==> config.mk <==
export PLATFORM = sky130hd
export DESIGN_NAME = semaphore_bank_priority_wake_top
export DESIGN_NICKNAME = d
export VERILOG_FILES = /design/src/hw/rtl/sbpw_pkg.sv /design/src/hw/rtl/sbpw_cell.sv /design/src/hw/rtl/semaphore_bank_priority_wake_top.sv
export SDC_FILE = /design/constraint.sdc
export NUM_CORES = 2
export LEC_CHECK = 0
export BUFFER_PORTS_ARGS = -buffer_cell sky130_fd_sc_hd__buf_2
export CORE_ASPECT_RATIO = 0.6
export CORE_MARGIN = 3
export CORE_UTILIZATION = 29
export DETAILED_ROUTE_END_ITERATION = 8
export PLACE_DENSITY = 0.51
export SLEW_MARGIN = 0
export SYNTH_ARGS = -nofsm -noshare
export SYNTH_HDL_FRONTEND = slang
export SYNTH_SLANG_ARGS = --single-unit
==> constraint.sdc <==
create_clock -name clk -period 12.65 [get_ports clk]
set_clock_uncertainty 0.1 [all_clocks]
set_input_delay 2.53 -clock clk [delete_from_list [all_inputs] [get_ports clk]]
set_output_delay 2.53 -clock clk [all_outputs]
set_load 0.005 [all_outputs]
==> src/hw/rtl/sbpw_pkg.sv <==
// shared constants, types and helpers for the semaphore bank
`default_nettype none
package sbpw_pkg;

  localparam int NUM_SEM     = 10;
  localparam int QUEUE_DEPTH = 8;

  localparam int SEM_IDX_W = (NUM_SEM > 1) ? $clog2(NUM_SEM) : 1;
  localparam int FILL_W    = $clog2(QUEUE_DEPTH + 1);
  localparam int ADDR_W    = (NUM_SEM * QUEUE_DEPTH > 1) ? $clog2(NUM_SEM * QUEUE_DEPTH) : 1;

  localparam logic [14:0]        COUNT_MAX       = 15'h7fff;
  localparam logic signed [15:0] PLAIN_USER_PRIO = 16'sd100;

  typedef enum logic [2:0] {
    ACT_INIT    = 3'd0,
    ACT_DOWN    = 3'd1,
    ACT_DOWN_UP = 3'd2,
    ACT_UP      = 3'd3,
    ACT_RELEASE = 3'd4
  } action_t;

  localparam logic [2:0] ST_OK       = 3'd0;
  localparam logic [2:0] ST_BAD_ID   = 3'd1;
  localparam logic [2:0] ST_INACTIVE = 3'd2;
  localparam logic [2:0] ST_ACTIVE   = 3'd3;
  localparam logic [2:0] ST_NEG      = 3'd4;
  localparam logic [2:0] ST_WAITERS  = 3'd5;
  localparam logic [2:0] ST_FULL     = 3'd6;

  localparam logic [1:0] MODE_FIFO = 2'd0;
  localparam logic [1:0] MODE_OS   = 2'd1;
  localparam logic [1:0] MODE_USER = 2'd2;

  typedef struct packed {
    logic signed [15:0] user_prio;
    logic [7:0]         os_prio;
    logic [15:0]        req_id;
  } waiter_t;

  // wake priority of a waiter under the given mode
  function automatic logic signed [16:0] wake_key(input waiter_t w, input logic [1:0] mode);
    if (mode == MODE_OS) return $signed({9'b0, w.os_prio});
    return $signed({w.user_prio[15], w.user_prio});
  endfunction

  function automatic logic [ADDR_W-1:0] slot_addr(input logic [SEM_IDX_W-1:0] sem,
                                                  input logic [FILL_W-1:0] slot);
    return ADDR_W'(int'(sem) * QUEUE_DEPTH + int'(slot));
  endfunction

endpackage
`default_nettype wire

==> src/hw/rtl/sbpw_cell.sv <==
// one waiter cell of the queue shift chain
`default_nettype none
module sbpw_cell
  import sbpw_pkg::*;
(
  input  wire logic    clk,
  input  wire logic    shift,
  input  wire waiter_t from_next,
  output waiter_t      entry
);

  waiter_t entry_r;

  always_ff @(posedge clk) begin
    if (shift) begin
      entry_r <= from_next;
    end
  end

  assign entry = entry_r;

endmodule
`default_nettype wire

==> src/hw/rtl/semaphore_bank_priority_wake_top.sv <==
// top level of the semaphore bank with priority wake queues
`default_nettype none
// Bank of NUM_SEM counting semaphores, each with a wait queue of QUEUE_DEPTH
// entries held in one waiter memory. Init, down, release and an up on an empty
// queue finish in the cycle the word is accepted, so the result appears in the
// next cycle. An up with waiters streams the semaphore's queue out of the
// memory through a row of QUEUE_DEPTH cells (one read a cycle, tracking the best
// waiter as it passes), then shifts the row back to write the queue compacted.
// One word is worked on at a time; a new word is taken only while the output
// register is empty or its result is being read.
module semaphore_bank_priority_wake_top
  import sbpw_pkg::*;
(
  input  wire logic        clk,
  input  wire logic        rst_n,
  input  wire logic        in_tvalid,
  output logic             in_tready,
  // action[2:0] sema_id[6:3] value[22:7] wake_mode[24:23]
  // requester_id[40:25] os_priority[48:41], zero pad
  input  wire logic [55:0] in_tdata,
  output logic             out_tvalid,
  input  wire logic        out_tready,
  // status[2:0] blocked[3] woken_valid[4] woken_id[20:5], zero pad
  output logic [23:0]      out_tdata
);

  typedef enum logic [2:0] {
    S_IDLE  = 3'b001,
    S_LOAD  = 3'b010,
    S_SHIFT = 3'b100
  } state_t;

  state_t state_r;

  // input word fields
  logic [2:0]         f_action;
  logic [3:0]         f_id;
  logic signed [15:0] f_value;
  logic [1:0]         f_mode;
  logic [15:0]        f_req;
  logic [7:0]         f_osp;

  assign f_action = in_tdata[2:0];
  assign f_id     = in_tdata[6:3];
  assign f_value  = $signed(in_tdata[22:7]);
  assign f_mode   = in_tdata[24:23];
  assign f_req    = in_tdata[40:25];
  assign f_osp    = in_tdata[48:41];

  // per-semaphore state
  logic [14:0]       count_r  [NUM_SEM];
  logic              active_r [NUM_SEM];
  logic [1:0]        mode_r   [NUM_SEM];
  logic [FILL_W-1:0] fill_r   [NUM_SEM];

  // waiter memory
  waiter_t waiter_mem [NUM_SEM*QUEUE_DEPTH];
  waiter_t rd_data_r;

  // up sequencing
  logic [SEM_IDX_W-1:0] cur_r;
  logic [1:0]           cur_mode_r;
  logic [FILL_W-1:0]    n_r;
  logic [FILL_W-1:0]    cnt_r;
  logic [FILL_W-1:0]    pick_r;
  logic signed [16:0]   best_r;
  logic [15:0]          best_id_r;

  // output register
  logic        out_tvalid_r;
  logic [23:0] out_tdata_r;

  logic in_fire;
  assign in_tready = (state_r == S_IDLE) && (!out_tvalid_r || out_tready);
  assign in_fire   = in_tvalid && in_tready;
  assign out_tvalid = out_tvalid_r;
  assign out_tdata  = out_tdata_r;

  logic [SEM_IDX_W-1:0] si;
  logic                 id_ok;
  assign si    = SEM_IDX_W'(f_id);
  assign id_ok = (int'(f_id) < NUM_SEM);

  // cell row: cell k loads from cell k+1, the last cell from the memory read
  waiter_t link [QUEUE_DEPTH+1];
  logic    chain_shift;
  assign link[QUEUE_DEPTH] = rd_data_r;
  assign chain_shift = ((state_r == S_LOAD) && (cnt_r != '0)) || (state_r == S_SHIFT);

  for (genvar k = 0; k < QUEUE_DEPTH; k++) begin : g_cell
    sbpw_cell u_cell (
      .clk       (clk),
      .shift     (chain_shift),
      .from_next (link[k+1]),
      .entry     (link[k])
    );
  end

  // direct decode for the accepted word
  logic [2:0]        d_status;
  logic              d_blocked;
  logic              d_enq;
  logic              d_start_up;
  logic signed [15:0] d_uprio;

  always_comb begin
    d_status   = ST_OK;
    d_blocked  = 1'b0;
    d_enq      = 1'b0;
    d_start_up = 1'b0;
    d_uprio    = '0;
    if (f_action <= ACT_RELEASE) begin
      if (!id_ok) begin
        d_status = ST_BAD_ID;
      end else if (f_action == ACT_INIT) begin
        if (active_r[si]) d_status = ST_ACTIVE;
        else if (f_value < 0) d_status = ST_NEG;
      end else if (!active_r[si]) begin
        d_status = ST_INACTIVE;
      end else begin
        case (f_action)
          ACT_DOWN, ACT_DOWN_UP: begin
            if (f_action == ACT_DOWN_UP) d_uprio = f_value;
            else if (mode_r[si] == MODE_USER) d_uprio = PLAIN_USER_PRIO;
            if (count_r[si] == '0) begin
              if (int'(fill_r[si]) >= QUEUE_DEPTH) begin
                d_status = ST_FULL;
              end else begin
                d_enq     = 1'b1;
                d_blocked = 1'b1;
              end
            end
          end
          ACT_UP: begin
            if (fill_r[si] != '0) d_start_up = 1'b1;
          end
          ACT_RELEASE: begin
            if (fill_r[si] != '0) d_status = ST_WAITERS;
          end
          default: begin
          end
        endcase
      end
    end
  end

  // result word loads: a direct word from idle, or the end of an up sequence
  logic out_load;
  assign out_load = ((state_r == S_IDLE) && in_fire && !d_start_up)
                    || ((state_r == S_SHIFT) && (int'(cnt_r) == QUEUE_DEPTH - 1));

  // memory ports
  logic              wr_en;
  logic [ADDR_W-1:0] wr_addr;
  waiter_t           wr_data;
  logic [FILL_W-1:0] load_idx;
  logic              shift_wr;

  assign load_idx = cnt_r - FILL_W'(1);
  assign shift_wr = (state_r == S_SHIFT) && (cnt_r >= pick_r)
                    && ((cnt_r + FILL_W'(1)) < n_r);

  always_comb begin
    wr_en   = 1'b0;
    wr_addr = slot_addr(si, fill_r[si]);
    wr_data = '{user_prio: d_uprio, os_prio: f_osp, req_id: f_req};
    if (in_fire && d_enq) begin
      wr_en = 1'b1;
    end else if (shift_wr) begin
      wr_en   = 1'b1;
      wr_addr = slot_addr(cur_r, cnt_r);
      wr_data = link[1];
    end
  end

  always_ff @(posedge clk) begin
    if (wr_en) waiter_mem[wr_addr] <= wr_data;
    if ((state_r == S_LOAD) && (int'(cnt_r) < QUEUE_DEPTH)) begin
      rd_data_r <= waiter_mem[slot_addr(cur_r, cnt_r)];
    end
  end

  // payload registers of the up sequence
  logic signed [16:0] in_key;
  assign in_key = wake_key(rd_data_r, cur_mode_r);

  always_ff @(posedge clk) begin
    if (in_fire) begin
      cur_r      <= si;
      cur_mode_r <= id_ok ? mode_r[si] : MODE_FIFO;
      n_r        <= id_ok ? fill_r[si] : '0;
      pick_r     <= '0;
      best_r     <= '0;
    end else if ((state_r == S_LOAD) && (cnt_r != '0)) begin
      if ((load_idx < n_r) && ((cur_mode_r == MODE_OS) || (cur_mode_r == MODE_USER))
          && (in_key > best_r)) begin
        best_r    <= in_key;
        pick_r    <= load_idx;
        best_id_r <= rd_data_r.req_id;
      end else if (load_idx == '0) begin
        best_id_r <= rd_data_r.req_id;
      end
    end
  end

  // control and semaphore state
  always_ff @(posedge clk) begin
    if (!rst_n) begin
      state_r      <= S_IDLE;
      cnt_r        <= '0;
      out_tvalid_r <= 1'b0;
      out_tdata_r  <= '0;
      for (int s = 0; s < NUM_SEM; s++) begin
        count_r[s]  <= '0;
        active_r[s] <= 1'b0;
        mode_r[s]   <= MODE_FIFO;
        fill_r[s]   <= '0;
      end
    end else begin
      if (out_load) out_tvalid_r <= 1'b1;
      else if (out_tvalid_r && out_tready) out_tvalid_r <= 1'b0;
      case (state_r)
        S_IDLE: begin
          if (in_fire) begin
            if (d_start_up) begin
              state_r <= S_LOAD;
              cnt_r   <= '0;
            end else begin
              out_tdata_r  <= {3'b0, 16'b0, 1'b0, d_blocked, d_status};
              if (id_ok && (d_status == ST_OK)) begin
                case (f_action)
                  ACT_INIT: begin
                    count_r[si]  <= f_value[14:0];
                    mode_r[si]   <= f_mode;
                    active_r[si] <= 1'b1;
                    fill_r[si]   <= '0;
                  end
                  ACT_DOWN, ACT_DOWN_UP: begin
                    if (d_enq) fill_r[si] <= fill_r[si] + FILL_W'(1);
                    else count_r[si] <= count_r[si] - 15'd1;
                  end
                  ACT_UP: begin
                    if (count_r[si] != COUNT_MAX) count_r[si] <= count_r[si] + 15'd1;
                  end
                  ACT_RELEASE: begin
                    active_r[si] <= 1'b0;
                  end
                  default: begin
                  end
                endcase
              end
            end
          end
        end
        S_LOAD: begin
          // reads issue for slots 0..depth-1, data lands in the following cycle
          if (int'(cnt_r) == QUEUE_DEPTH) begin
            state_r <= S_SHIFT;
            cnt_r   <= '0;
          end else begin
            cnt_r <= cnt_r + FILL_W'(1);
          end
        end
        S_SHIFT: begin
          // write back the entries behind the woken waiter one slot earlier
          if (int'(cnt_r) == QUEUE_DEPTH - 1) begin
            state_r       <= S_IDLE;
            fill_r[cur_r] <= n_r - FILL_W'(1);
            out_tdata_r   <= {3'b0, best_id_r, 1'b1, 1'b0, ST_OK};
          end else begin
            cnt_r <= cnt_r + FILL_W'(1);
          end
        end
        default: begin
          state_r <= S_IDLE;
        end
      endcase
    end
  end

endmodule
`default_nettype wire
==> metrics.md <==
| Metric | Value |
|---|---|
| Status | complete, but fails checks |
| Failing checks | max-capacitance violations, max-slew violations |
| Crit Path Class | input port to flip-flop |
| Critical Path Sink | count_r[4][14]$_SDFFCE_PN0P_ |
| Post-Layout Cell Count | 14276 |
| Commonest non-fill, non-tap cell in the layout | edfxtp_1 |
| Via total after detailed routing | 71918 |
| Reg clk slew, reported paths | 60 ps |
| Post-synthesis adder-cell area fraction | 0.3296% |
| Drc violations | 0 |
| R2R Path Start | cnt_r[1]$_SDFFE_PN0P_ |
| Area after DPL | 162600 um^2 |
| Register Area | 118000 um^2 |
| Post-Synth XOR/XNOR Area | 0.1038% |
| Core area | 520700 um^2 |
| Worst hold path class | flip-flop to flip-flop |
| Multi-input logic area | 33410 um^2 |
| Seq/Total Area, Yosys | 77.68% |
| Yosys reg bits | 3947 |
| Period utilisation layout | 74.60% |
| CP bufs+invs | 3 |
| Critical path depth | 16 |
| Combinational share of power | 2.4% |
| Final design utilization | 33.40% |
| CP max FO | 32 |
| Design area | 173900 um^2 |
| Root buffer cell | clkbuf_16 |
| Crit start category | input port |
| Input/output buffers | 75 |
| Simple-Gate Fraction of Synth Area | 2.238% |
| Initial Util | 29.16% |
| Largest cells by area after synthesis | edfxtp_1 77%, mux4_2 16%, dfxtp_1 0.76% |
| Layout cells sized above 1 | 29.26% |
| Placed Cells incl. Taps | 13633 |
| R2R setup slack | 4540 ps |
| Initial antenna violation count | 28 |
| Data arrival, critical path | 9760 ps |
| Final wirelength | 399200 um |
| H-Tree Depth | 5 |
| Met3 GRT Util | 2.847% |
| Post-route ant nets | 0 |
| Die H | 566.5 um |
| EDFF count, synth | 3889 |
| Total CTS buffers | 354 |
| CTS tree | done |
| DP Wirelength | 237500 um |
| Compound-Gate Fraction of Synth Area | 1.254% |
| Switching part of the total | 20.77% |
| Nets | 7155 |
| Mux cell area share after synthesis | 17.29% |
| Most frequent CP cell | nand2_1 |
| R2R depth | 13 |
| Mapped Area | 151800 um^2 |
| Hold Buf Count CTS | 0 |
| Max-slew violation count | 7 |
| Maximum vdd drop | 0.0001302 V |
| # rows | 205 |
| Fillers | 48485 |
| Ordered list of cells on the worst path | buf_2 > buf_4 > nor2b_2 > a22o_1 > nor2_1 > inv_1 > ha_1 > nand2_1 > nand4b_1 > a2111oi_1 > nand2_1 > o21a_1 > nor2_1 > o21a_1 > or3_1 > nand2_1 |
| Clock sinks | 3947 |
| Io pins | 86 |
| Cell Int Power | 20.39 mW |
| Post-synth top flop | edfxtp_1 |
| Crit-path slowest cell | a2111oi_1 |
| Die W | 940.1 um |
| Crit end category | flip-flop |
| Synth top area share | 76.92% |
| Post-CTS Setup Bufs | 0 |
| Clk_lat worst skew | 950 ps |
| Main combinational cell family by area after synthesis | multiplexers |
| CP Launch Point | in_tdata[6] |
| Die area | 532600 um^2 |
| Synth unique cells | 83 |
| F_max | 106.0 MHz |
| Seq pwr share | 55.8% |
| Clock Power Share | 41.8% |
| Measured slew at the worst slew-check pin | 1540 ps |
| RD Place Congestion | 0.8217 |
| Unrepaired setup endpoints after global routing | false |
| Largest net degree at the start of global routing | 162 |
| Post-synth ARST share | 0% |
| Area delta synth->final | 14.55% |
| Synthesized area per cell | 22.91 um^2 |
| Met1 Use GR | 23.70% |
| Longest Clk Path Bufs | 4 |
| CTS resizes | 0 |
| First-pass GRT wire length | 562800 um |
| Via density per instance | 5.038 |
| Number of global-route vias before repair | 71602 |
| CP max stage delay | 1350 ps |
| Final Setup Violations | 0 |
| Pwr Total | 25.73 mW |
| RR Endpoint | waiter_mem[6][20]$_DFFE_PP_ |
| Initial DRC count | 9283 |
| Pwr per Cell Area | 147.9 nW/um^2 |
| Met2 Resource Use GR | 20.21% |
| Post-synth top area cell | edfxtp_1 |
| Synth warn | 0 |
| Net Switching | 5.344 mW |
| GRT Overall Usage | 14.55% |
| Max Cap Viol | 1 |
| Required time of the critical path | 12970 ps |
| Critical path's top delay family | simple AND/OR/NAND/NOR gates |
| Busiest layer in global routing | met1 |
| WL/cell | 27.96 um |
| Most frequent cells in the layout | 3889 x edfxtp_1, 1110 x mux4_2, 365 x clkbuf_16, 217 x buf_4, 198 x nor2_1 |
| First-pass DRT Iterations | 6 |
| Tmin final | 9438 ps |
| Syn Inst Count | 6626 |
| Final hold violation count | 0 |
| Total grt overflow | 0 |
| P_leak | 52.53 nW |
| Relative slew slack | -2.948% |
| Final TNS setup | 0 ps |
## power groups by stage
stage,combinational [mW],clock (mW),sequential [mW]
CTS,0.620,11.0,14.3
global route,0.657,11.6,14.3
floorplan,0.330,0,14.6
finish,0.619,10.8,14.3
detailed placement,0.619,0,14.6
global placement,0.603,0,14.6
## logic make-up (layout without fill, tap and decap cells)
logic type                 count (synthesis)  count (layout)
buffers and inverters                    403            1004
other                                      1             116
adders and majority gates                 40              40
AOI/OAI and AO/OA                        276             276
xor gates and xnor gates                  18              18
muxes                                   1215            1215
and+or+nand+nor                          726             726
DFF                                     3947            3947
## sequential cells by signal, summed over array words and instances (netlist names), 2 cells and up
name	flops
cnt_r	4
g_cell.u_cell.entry	280
cur_mode_r	2
n_r	4
best_r	16
best_id_r	16
mode_r	32
state_r	3
fill_r	64
link	40
out_tdata	21
count_r	240
pick_r	4
cur_r	4
waiter_mem	3200
active_r	16
## synth_stat cells (7+ instances only)
master	n
edfxtp_1	3889
mux4_2	1110
nor2_1	279
clkbuf_1	195
nand2_1	151
buf_1	99
nor3_1	75
mux2_2	74
o21ai_0	61
dfxtp_1	58
inv_1	55
a21oi_1	52
nand3_1	51
ha_1	40
a22oi_1	32
buf_2	30
a22o_1	28
nor2b_1	25
nor4_1	25
mux2i_1	24
nand2b_1	22
and2_1	16
nand4_1	16
or3_1	16
o211ai_1	14
o31ai_1	14
buf_4	13
xnor2_1	12
o21a_1	11
a21o_1	10
and3b_1	10
and3_1	7
mux4_1	7
or2_2	7
## worst min-delay path by stage
stage,start,endpoint,slack [ps],depth (start not counted)
after floorplan,g_cell[2].u_cell.entry[0]$_DFFE_PP_,g_cell[1].u_cell.entry[0]$_DFFE_PP_,300,0
after global placement,g_cell[5].u_cell.entry[9]$_DFFE_PP_,g_cell[4].u_cell.entry[9]$_DFFE_PP_,300,0
after detailed placement,g_cell[2].u_cell.entry[34]$_DFFE_PP_,g_cell[1].u_cell.entry[34]$_DFFE_PP_,300,0
after CTS,g_cell[4].u_cell.entry[15]$_DFFE_PP_,g_cell[3].u_cell.entry[15]$_DFFE_PP_,310,0
after global routing,g_cell[3].u_cell.entry[24]$_DFFE_PP_,g_cell[2].u_cell.entry[24]$_DFFE_PP_,310,0
final,g_cell[4].u_cell.entry[15]$_DFFE_PP_,g_cell[3].u_cell.entry[15]$_DFFE_PP_,300,0
## layout make-up
class                      count  share of cell area [%]
antenna                        5                0.007194
clock buffer                 445                   5.453
clock inverter               193                   1.049
inverter                      58                  0.1252
multi-input combinational   2386                   19.21
sequential                  3947                   67.82
tap                         6934                   4.988
timing repair buffer         308                   1.349
## worst reg2reg max path, delay by kind of cell (launching register included)
kind	cells	cell delay, ps
buf+inv	4	2470
mux	1	530
compound gates	4	1080
flops	1	850
simple gates	2	1750
fa+ha+maj	2	860
## per-layer routing
metal | up-vias | routed length (um)
li1 | 28901 | -
met1 | 39626 | 192500
met2 | 2921 | 167200
met3 | 468 | 33200
met4 | 2 | 6304
met5 | - | 11
## per-stage QoR
step	setup slack, ps	hold WS [ps]
final	3212	304.8
after global routing	3186	314.4
after CTS	3640	305.1
after detailed placement	2650	304.5
after global placement	2680	300.6
after floorplan	2738	300.3
(Power assumes the default switching activity.)
